`src/rtl/ssi_fifo.sv`:
```
`timescale 1ns / 1ps
module ssi_fifo #(
	parameter int W = 8
) (
	input  logic         clk,
	input  logic         arst_n,
	input  logic         push,
	input  logic [W-1:0] wdata,
	input  logic         pop,
	output logic [W-1:0] rdata,
	output logic         full,
	output logic         empty
);

	localparam int DEPTH = 4;
	localparam int AW = $clog2(DEPTH);

	logic [W-1:0] mem_q [DEPTH];
	logic [AW-1:0] wptr_q, rptr_q;
	logic [AW:0]   cnt_q;

	assign full  = (cnt_q == (AW+1)'(DEPTH));
	assign empty = (cnt_q == '0);
	assign rdata = mem_q[rptr_q];

	always_ff @(posedge clk or negedge arst_n) begin
		if (!arst_n) begin
			wptr_q <= '0;
			rptr_q <= '0;
			cnt_q  <= '0;
		end else begin
			if (push) begin
				wptr_q <= wptr_q + 1'b1;
			end
			if (pop) begin
				rptr_q <= rptr_q + 1'b1;
			end
			cnt_q <= cnt_q + (AW+1)'(push) - (AW+1)'(pop);
		end
	end

	always_ff @(posedge clk) begin
		if (push) begin
			mem_q[wptr_q] <= wdata;
		end
	end

endmodule

```
`config.mk`:
```
export PLATFORM = sky130hd
export DESIGN_NAME = ssi_fifo
export DESIGN_NICKNAME = d
export VERILOG_FILES = /design/src/rtl/ssi_fifo.sv
export SDC_FILE = /design/constraint.sdc
export NUM_CORES = 1
export LEC_CHECK = 0
export BUFFER_PORTS_ARGS = -buffer_cell sky130_fd_sc_hd__buf_4
export CAP_MARGIN = 20
export CORE_UTILIZATION = 46
export DETAILED_ROUTE_END_ITERATION = 16
export GPL_ROUTABILITY_DRIVEN = 0
export PLACE_DENSITY = 0.78
export SYNTH_ARGS = -nofsm -noshare
export SYNTH_HDL_FRONTEND = slang
export SYNTH_SLANG_ARGS = --single-unit
```
`constraint.sdc`:
```
create_clock -name clk -period 2.25 [get_ports clk]
set_clock_uncertainty 0.2 [all_clocks]
set_input_delay 0.3375 -clock clk [delete_from_list [all_inputs] [get_ports clk]]
set_output_delay 0.3375 -clock clk [all_outputs]
set_load 0.02 [all_outputs]
```
==> flow_summary.yaml, run 1 <==
power:
  power_switching_share: 0.302
  p_clk_frac: 0.229
  finalPower_w: 0.00250
  internal_power_w: 0.00175
  seqPwrFrac: 0.426
  ir_drop_uv: 577
  p_comb_frac: 0.346
  p_leak_nw: 0.753
  p_sw_w: 0.000757
  powerDensity_mw_per_mm2: 1280
hold_path:
  hold_start: "push"
  min_path_type: "primary input to register"
  min_path_cells: 2
  min_delay_worst_endpoint: "wptr_q[0]$_DFFE_PN0P_"
cts:
  cts.path.max_buffers: 2
  clk_pin_slew_ns: 0.11
  numCtsBuffers: 5
  clk_latency_ns: 0.34
  numClockSinks: 39
  h-tree-depth: 2
  ctsRootBufferMaster: "clkbuf_4"
  ctsResizeCount: 0
  cts_setup_buffers: 0
  ctsHoldBuffers: 10
  cts_tree: "built"
logic_synthesis:
  ys_types: 15
  netlist_area_sq_mm: 0.00154
  synthCells: 76
  yosys.area.top_type: "edfxtp_1"
  ys_seq_area_frac: 0.736
  ys_async_sr_fraction: 0.179
  syn_nets: 95
  synth_top_cell_area_share: 0.623
  synth_ff_type: "edfxtp_1"
  avgSynthCellArea_sq_um: 20.3
  ys_ff_latch: 39
  yosys-top-cells-area: "edfxtp_1, mux4_2, dfrtp_1, ha_1, xnor2_1"
  yosys_warnings: 0
  synth_edf_count: 32
grt:
  grt_util_all_layers: 0.164
  grt_pass1_vias: 823
  grt_max_degree: 14
  gr-total-overflow: 0
  antenna_found_initial: 0
  grt_pass1_wl_mm: 3.81
detailed_routing:
  antenna_left: 0
  vias: 782
  vias_per_cell: 4.92
  wl_per_cell_um: 15.2
  post-route-drc-count: 0
  drt_iter0_drc: 10
  wirelength_mm: 2.42
  first_pass_iters: 4
critical_path:
  crit_chain: "dlygate4sd3_1 > buf_4 > ha_1 > inv_1 > ha_1 > fa_1 > xnor2_1 > xnor2_1"
  rr_worst_depth: 7
  crit_start: "pop"
  critPathKind: "primary input to register"
  crit_path_end_kind: "register"
  worstSetupStartpointType: "primary input"
  worstPathMaxFanout: 3
  timing.rr.start: "cnt_q[0]$_DFF_PN0_"
  arrival_ns: 2.19
  r2r-end: "cnt_q[2]$_DFF_PN0_"
  critPathMaxStageDelay_ns: 0.54
  worstPathRequired_ns: 2.32
  regToRegSetupSlack_ns: 0.40
  crit_slowest_cell: "dlygate4sd3_1"
sta:
  fin_crit_ns: 2.12
  fin_crit_sh: 0.944
  report.final.hold_viol_count: 0
  max_clock_freq_mhz: 471
  hold_slack_ns: 0.0217
  slew_violations: 0
  tightest_slew_ns: 0.431
  rsz0062_at_grt: "false"
  setup_viol: 0
  setup_tns_ns: 0
  fin_ws_ns: 0.125
  relSlewSlack: 0.713
run_status:
  outcome: "completed"
floorplan:
  core_area_sq_mm: 0.00313
  ios: 22
  fp.dieH_um: 59.9
  fp-row-count: 20
  die-area_sq_mm: 0.00359
  initial_utilization: 0.493
  die_x_um: 59.9
finish:
  fin_nets: 133
  multi_input_area_sq_um: 368
  postLayoutCellArea_sq_mm: 0.00196
  diodes: 0
  final-seq-area_sq_mm: 0.00114
  fillCellCount: 230
  synthToLayoutAreaGrowth_pct: 27.0
  layout-drive-gt1-share: 0.339
place:
  dpl_cell_area_sq_mm: 0.00175
  dp_hpwl_mm: 1.65
  place_ws_ns: 0.323
  io_buffers: 21
job:
  maxCapViolations: 0
## per-layer routing
layer,share of wire,track usage
met5,0,0
met4,0.020,0.110
met2,0.56,0.273
met3,0.028,0.0455
met1,0.39,0.182
## cells by family (layout without fill, tap and decap cells)
| group | after synthesis | in the layout | synth area share |
|---|---|---|---|
| compound gates | 1 | 1 | 0.00324 |
| xor+xnor | 5 | 5 | 0.0284 |
| simple gates | 8 | 8 | 0.0284 |
| flops | 39 | 39 | 0.736 |
| mux | 8 | 8 | 0.117 |
| buf+inv | 8 | 47 | 0.0251 |
| fa+ha+maj | 7 | 7 | 0.0616 |
## layout by cell type, fill, tap and decap left out
master | netlist | layout
edfxtp_1 | 32 | 32
buf_4 | 0 | 23
dlygate4sd3_1 | 0 | 10
mux4_2 | 8 | 8
dfrtp_1 | 7 | 7
inv_1 | 6 | 6
ha_1 | 6 | 6
clkbuf_4 | 0 | 5
and2_1 | 4 | 4
xnor2_1 | 3 | 3
xor2_1 | 2 | 2
nand2_1 | 2 | 2
bufinv_16 | 0 | 2
nor3_1 | 1 | 1
and3_1 | 1 | 1
o21ai_0 | 1 | 1
fa_1 | 1 | 1
clkinvlp_4 | 0 | 1
## critical path, delay by kind of cell
| kind | cells | cell delay (ns) |
|---|---|---|
| fa+ha+maj | 3 | 0.81 |
| buf+inv | 3 | 0.72 |
| xor+xnor | 2 | 0.31 |
## sequential cells by signal, indices dropped and copies added (netlist names)
register and flops:
cnt_q 3, rptr_q 2, wptr_q 2, mem_q 32
## Yosys cell counts, types with 2 or more instances
cell type	instances
and2_1	4
ha_1	6
dfrtp_1	7
xor2_1	2
edfxtp_1	32
xnor2_1	3
nand2_1	2
mux4_2	8
inv_1	6
## power groups by stage
stage	clock, W	sequential (W)	combinational [W]
final	0.000572	0.00107	0.000865
after global routing	0.000620	0.00109	0.000950
after CTS	0.000584	0.00107	0.000884
after detailed placement	0	0.00109	0.000872
after global placement	0	0.00108	0.000841
after floorplan	0	0.00103	0.000615
## stage by stage
step | util | std cells
global route | 0.626 | 159
CTS | 0.626 | 159
global placement | 0.561 | 141
detailed placement | 0.561 | 141
floorplan | - | 76
finish | 0.626 | 159
## final cells by class
| type | instances | share of cell area |
|---|---|---|
| inverters | 6 | 0.0115 |
| clock inverters | 3 | 0.0345 |
| repair buffers | 33 | 0.139 |
| flip-flops and latches | 39 | 0.580 |
| well taps | 44 | 0.0281 |
| clock buffers | 5 | 0.0192 |
| multi-input cells | 29 | 0.188 |
## worst max path at each step
stage                                    end  slack, ns  cells past startpoint
after global placement    cnt_q[2]$_DFF_PN0_       0.36                      7
final                     cnt_q[2]$_DFF_PN0_       0.13                      8
after global routing      cnt_q[2]$_DFF_PN0_       0.01                      8
after CTS                           rdata[0]       0.11                      3
after detailed placement  cnt_q[2]$_DFF_PN0_       0.32                      7
after floorplan           cnt_q[2]$_DFF_PN0_       0.48                      7
Note: power is estimated with default switching activity, not from simulation.
==> run 2, diff against run 1 <==
- CORE_UTILIZATION: 46 -> 35
- PLACE_DENSITY: 0.78 -> 0.65
==> run 2 against run 1 <==
Net effect: first-iteration DRC count rose to 5.4 times the previous value; highest routed layer unchanged; sequential share of layout area is 1.7 points higher; non-clock buffer count down 9; critical path type is now register to output port; final cell count fell by 1.9%; die area grew 30%; critical path depth down 5.
==> flow_summary.yaml, run 2 (synthesized netlist as in run 1, its figures left out) <==
detailed_routing:
  drt_iter0_drc: 54
  wirelength_mm: 2.56
  first_pass_iters: 4
  post-route-drc-count: 0
  vias: 768
  wl_per_cell_um: 16.4
  antenna_left: 0
  vias_per_cell: 4.92
run_status:
  outcome: "completed"
critical_path:
  worstPathMaxFanout: 5
  worstPathRequired_ns: 1.71
  critPathTopFamily: "multiplexers"
  crit_chain: "buf_4 > mux4_2 > buf_4"
  r2r-end: "cnt_q[2]$_DFF_PN0_"
  path_common_cell: "buf_4"
  critPathMaxStageDelay_ns: 0.50
  crit_slowest_cell: "mux4_2"
  cp_num_buf_inv: 2
  timing.rr.start: "cnt_q[0]$_DFF_PN0_"
  worstSetupStartpointType: "register"
  arrival_ns: 1.56
  critPathKind: "register to output port"
  crit_path_end_kind: "output port"
  rr_worst_depth: 7
  regToRegSetupSlack_ns: 0.34
cts:
  cts_tree: "built"
  clk_latency_ns: 0.28
  h-tree-depth: 2
  cts.path.max_buffers: 2
  numCtsBuffers: 5
  clk_pin_slew_ns: 0.07
  numClockSinks: 39
  ctsRootBufferMaster: "clkbuf_8"
sta:
  hold_slack_ns: 0.0344
  slew_violations: 0
  max_clock_freq_mhz: 476
  relSlewSlack: 0.694
  tightest_slew_ns: 0.460
  setup_tns_ns: 0
  report.final.hold_viol_count: 0
  setup_viol: 0
  fin_crit_sh: 0.934
  rsz0062_at_grt: "false"
  fin_crit_ns: 2.10
hold_path:
  min_delay_worst_endpoint: "rptr_q[0]$_DFFE_PN0P_"
  min_path_type: "primary input to register"
  min_path_cells: 2
  hold_start: "pop"
power:
  p_sw_w: 0.000780
  finalPower_w: 0.00262
  internal_power_w: 0.00184
  p_comb_frac: 0.328
  powerDensity_mw_per_mm2: 1370
  power_switching_share: 0.298
  ir_drop_uv: 768
  p_leak_nw: 0.728
  seqPwrFrac: 0.415
  p_clk_frac: 0.258
finish:
  diodes: 0
  largest_reg_flops: 32
  synthToLayoutAreaGrowth_pct: 23.5
  mostFrequentLayoutCell: "edfxtp_1"
  fin_nets: 124
  mostFrequentLayoutCells: "edfxtp_1, buf_4, mux4_2"
  reg.largest.list: "mem_q (32), cnt_q (3)"
  fillCellCount: 361
  largest_register: "mem_q"
  layout-drive-gt1-share: 0.368
grt:
  antenna_found_initial: 0
  grt_max_degree: 13
  grt_pass1_wl_mm: 4.35
  gr-total-overflow: 0
  grt_util_all_layers: 0.140
  grt_pass1_vias: 873
floorplan:
  core_area_sq_mm: 0.00412
  ios: 22
  fp.dieH_um: 68.4
  fp-row-count: 23
  die-area_sq_mm: 0.00468
  die_x_um: 68.4
  initial_utilization: 0.375
place:
  dp_hpwl_mm: 1.86
  io_buffers: 21
job:
  maxCapViolations: 0
-- run 2: cell types whose count changed in the layout (fill, tap and decap cells not counted), sizes merged --
| cell | before | now |
|---|---|---|
| clkinvlp | 1 | 0 |
| dlygate4sd3 | 10 | 1 |
| clkbuf | 5 | 6 |
-- run 2: what timing repair did --
item / in CTS / in global routing
hold buffers: 1 / 0
gates resized for setup: 0 / 1
endpoints found under the hold margin: 7 / 0
setup endpoints to repair: 0 / 1
buffers inserted: 0 / 0
-- run 2: final cells by class --
class	instances	area, sq um	share of cell area
clock inverter	2	60.1	0.0315
timing repair buffer	24	183	0.0959
multi-input combinational	29	368	0.193
inverter	6	22.5	0.0118
sequential	39	1140	0.597
tap	50	62.6	0.0328
clock buffer	6	72.6	0.0381
-- run 2: per-stage QoR --
| step | utilization | std cells | worst slack, ns | cell area [sq um] |
|---|---|---|---|---|
| floorplan | - | 76 | 0.477 | 1540 |
| global placement | 0.428 | 147 | 0.359 | 1760 |
| detailed placement | 0.428 | 147 | 0.272 | 1760 |
| CTS | 0.463 | 156 | 0.0529 | 1900 |
| global route | 0.463 | 156 | 0.0764 | 1910 |
| finish | 0.463 | 156 | 0.149 | 1910 |
-- run 2: how the worst max path moves through the flow --
stage / slack [ns] / cells past startpoint / endpoint / start
2_1_floorplan: 0.48 / 7 / cnt_q[2]$_DFF_PN0_ / cnt_q[0]$_DFF_PN0_
3_3_place_gp: 0.36 / 7 / cnt_q[2]$_DFF_PN0_ / pop
3_5_place_dp: 0.27 / 7 / cnt_q[2]$_DFF_PN0_ / pop
4_1_cts: 0.05 / 3 / rdata[3] / rptr_q[0]$_DFFE_PN0P_
5_1_grt: 0.08 / 3 / rdata[0] / rptr_q[0]$_DFFE_PN0P_
6_report: 0.15 / 3 / rdata[3] / rptr_q[0]$_DFFE_PN0P_
-- run 2: routing by layer --
metal	GRT usage	vias to the layer above	part of all wire
met5	0	-	0
met4	0.0729	0	0.016
met3	0.0483	6	0.058
met2	0.234	26	0.52
met1	0.156	395	0.40
li1	-	341	-
-- run 2: power groups by stage --
stage          registers, W  logic (W)  clock network (W)
2_1_floorplan       0.00103   0.000615                  0
3_3_place_gp        0.00109   0.000834                  0
3_5_place_dp        0.00110   0.000871                  0
4_1_cts             0.00109   0.000879           0.000688
5_1_grt             0.00111   0.000959           0.000724
6_report            0.00109   0.000858           0.000676
==> run 3, diff against run 2 <==
- clock period: 2.25 -> 2 ns (I/O delays scaled with it)
==> run 3 against run 2 <==
Net effect: the flow now finishes with violations (setup timing); sequential power is 11% higher; final area is 0.33% lower; final cell count is 1.3% higher; clock power is 28% lower; die area stayed put; critical path type unchanged; via count is 1.4% lower; power is 5.7% higher; setup slack worse by 0.16 ns.
==> flow_summary.yaml, run 3 (synthesized netlist as in run 1, its figures left out) <==
place:
  dp_hpwl_mm: 1.80
  place_inst: 148
  io_buffers: 21
floorplan:
  fp-row-count: 23
  die-area_sq_mm: 0.00468
  initial_utilization: 0.375
  core_area_sq_mm: 0.00412
  fp.dieH_um: 68.4
  die_x_um: 68.4
  ios: 22
critical_path:
  crit_slowest_cell: "mux4_2"
  critPathKind: "register to output port"
  critPathMaxStageDelay_ns: 0.51
  timing.rr.start: "cnt_q[0]$_DFF_PN0_"
  worstPathMaxFanout: 3
  arrival_ns: 1.51
  crit_path_end_kind: "output port"
  crit_chain: "buf_4 > mux4_2 > buf_4"
  path_common_cell: "buf_4"
  r2r-end: "cnt_q[2]$_DFF_PN0_"
  worstPathRequired_ns: 1.50
  rr_worst_depth: 7
  regToRegSetupSlack_ns: 0.10
  worstSetupStartpointType: "register"
grt:
  grt_util_all_layers: 0.127
  grt_pass1_vias: 795
  gr-total-overflow: 0
  antenna_found_initial: 0
  grt_max_degree: 12
  grt_pass1_wl_mm: 3.92
detailed_routing:
  wl_per_cell_um: 16.1
  post-route-drc-count: 0
  vias_per_cell: 4.79
  wirelength_mm: 2.55
  first_pass_iters: 4
  vias: 757
  drt_iter0_drc: 29
  antenna_left: 0
sta:
  fin_ws_ns: -0.00919
  max_clock_freq_mhz: 498
  slew_violations: 0
  report.final.hold_viol_count: 0
  tightest_slew_ns: 0.467
  fin_crit_sh: 1.00
  relSlewSlack: 0.689
  fin_crit_ns: 2.01
  rsz0062_at_grt: "true"
  setup_viol: 1
hold_path:
  min_path_type: "primary input to register"
  min_delay_worst_endpoint: "rptr_q[0]$_DFFE_PN0P_"
  hold_start: "pop"
  min_path_cells: 2
power:
  p_comb_frac: 0.385
  ir_drop_uv: 697
  seqPwrFrac: 0.439
  internal_power_w: 0.00188
  p_clk_frac: 0.176
  p_sw_w: 0.000886
  power_switching_share: 0.320
  powerDensity_mw_per_mm2: 1460
  p_leak_nw: 0.726
  finalPower_w: 0.00277
finish:
  mostFrequentLayoutCell: "edfxtp_1"
  fin_nets: 126
  instances_no_fill: 158
  fillCellCount: 361
  largest_register: "mem_q"
  final-seq-area_sq_mm: 0.00114
  diodes: 0
  layout-drive-gt1-share: 0.370
  largest_reg_flops: 32
  synthToLayoutAreaGrowth_pct: 23.1
  multi_input_area_sq_um: 378
  reg.largest.list: "mem_q (32), cnt_q (3)"
  mostFrequentLayoutCells: "edfxtp_1, buf_4, mux4_2"
cts:
  cts_tree: "built"
  clk_pin_slew_ns: 0.07
  clk_latency_ns: 0.28
  numCtsBuffers: 5
  cts.path.max_buffers: 2
  ctsRootBufferMaster: "clkbuf_8"
  numClockSinks: 39
  h-tree-depth: 2
run_status:
  failed_checks: "setup timing"
  outcome: "finished with violations"
job:
  maxCapViolations: 0
## run 3: worst max-delay path by stage
| stage | from | end | depth (start not counted) | slack, ns |
|---|---|---|---|---|
| floorplan | cnt_q[0]$_DFF_PN0_ | cnt_q[2]$_DFF_PN0_ | 7 | 0.23 |
| global placement | pop | cnt_q[2]$_DFF_PN0_ | 7 | 0.15 |
| detailed placement | pop | cnt_q[2]$_DFF_PN0_ | 7 | 0.07 |
| CTS | rptr_q[0]$_DFFE_PN0P_ | rdata[7] | 3 | -0.02 |
| global route | rptr_q[0]$_DFFE_PN0P_ | rdata[7] | 3 | -0.06 |
| finish | rptr_q[0]$_DFFE_PN0P_ | rdata[7] | 3 | -0.009 |
## run 3: timing repair
action / CTS / global route
buffers inserted: 0 / 0
endpoints found under the setup margin: 4 / 9
pin swaps: 0 / 1
hold endpoints to repair: 7 / 4
hold buffers: 1 / 1
gates resized for setup: 2 / 5
## run 3: metal layers
metal / share of wire / GRT usage / up-vias
met2: 0.52 / 0.218 / 23
met3: 0.058 / 0.0617 / 0
li1: - / - / 344
met1: 0.42 / 0.140 / 390
met4: 0 / 0.0313 / 0
met5: 0 / 0 / -
## run 3: area by class of cell
cell class | count | share of cell area
Sequential cell | 39 | 0.598
Multi-Input combinational cell | 29 | 0.199
Timing Repair Buffer | 26 | 0.115
Clock buffer | 7 | 0.0402
Tap cell | 50 | 0.0329
Inverter | 6 | 0.0119
Clock inverter | 1 | 0.00264
## run 3: per-stage QoR
step / TNS (ns) / worst slack [ns] / instance area (sq um) / util / hold WS [ns]
after CTS: -0.0578 / -0.0207 / 1870 / 0.454 / 0.00752
after global routing: -0.379 / -0.0648 / 1900 / 0.462 / 0.000799
after global placement: 0 / 0.153 / 1770 / 0.430 / -0.0850
after detailed placement: 0 / 0.0680 / 1770 / 0.430 / -0.0794
after floorplan: 0 / 0.227 / 1540 / - / -0.196
final: -0.00919 / -0.00919 / 1900 / 0.462 / 0.0170
## run 3: worst max-delay path: cells and delay by family (launching register included)
family / cells / cell delay (ns)
flops: 1 / 0.39
buf+inv: 2 / 0.33
mux: 1 / 0.51
## run 3: power groups by stage
stage / clock, W / combinational, W / sequential, W
2_1_floorplan: 0 / 0.000692 / 0.00116
3_3_place_gp: 0 / 0.000970 / 0.00121
3_5_place_dp: 0 / 0.00101 / 0.00123
4_1_cts: 0.000504 / 0.00103 / 0.00121
5_1_grt: 0.000547 / 0.00117 / 0.00124
6_report: 0.000488 / 0.00107 / 0.00121
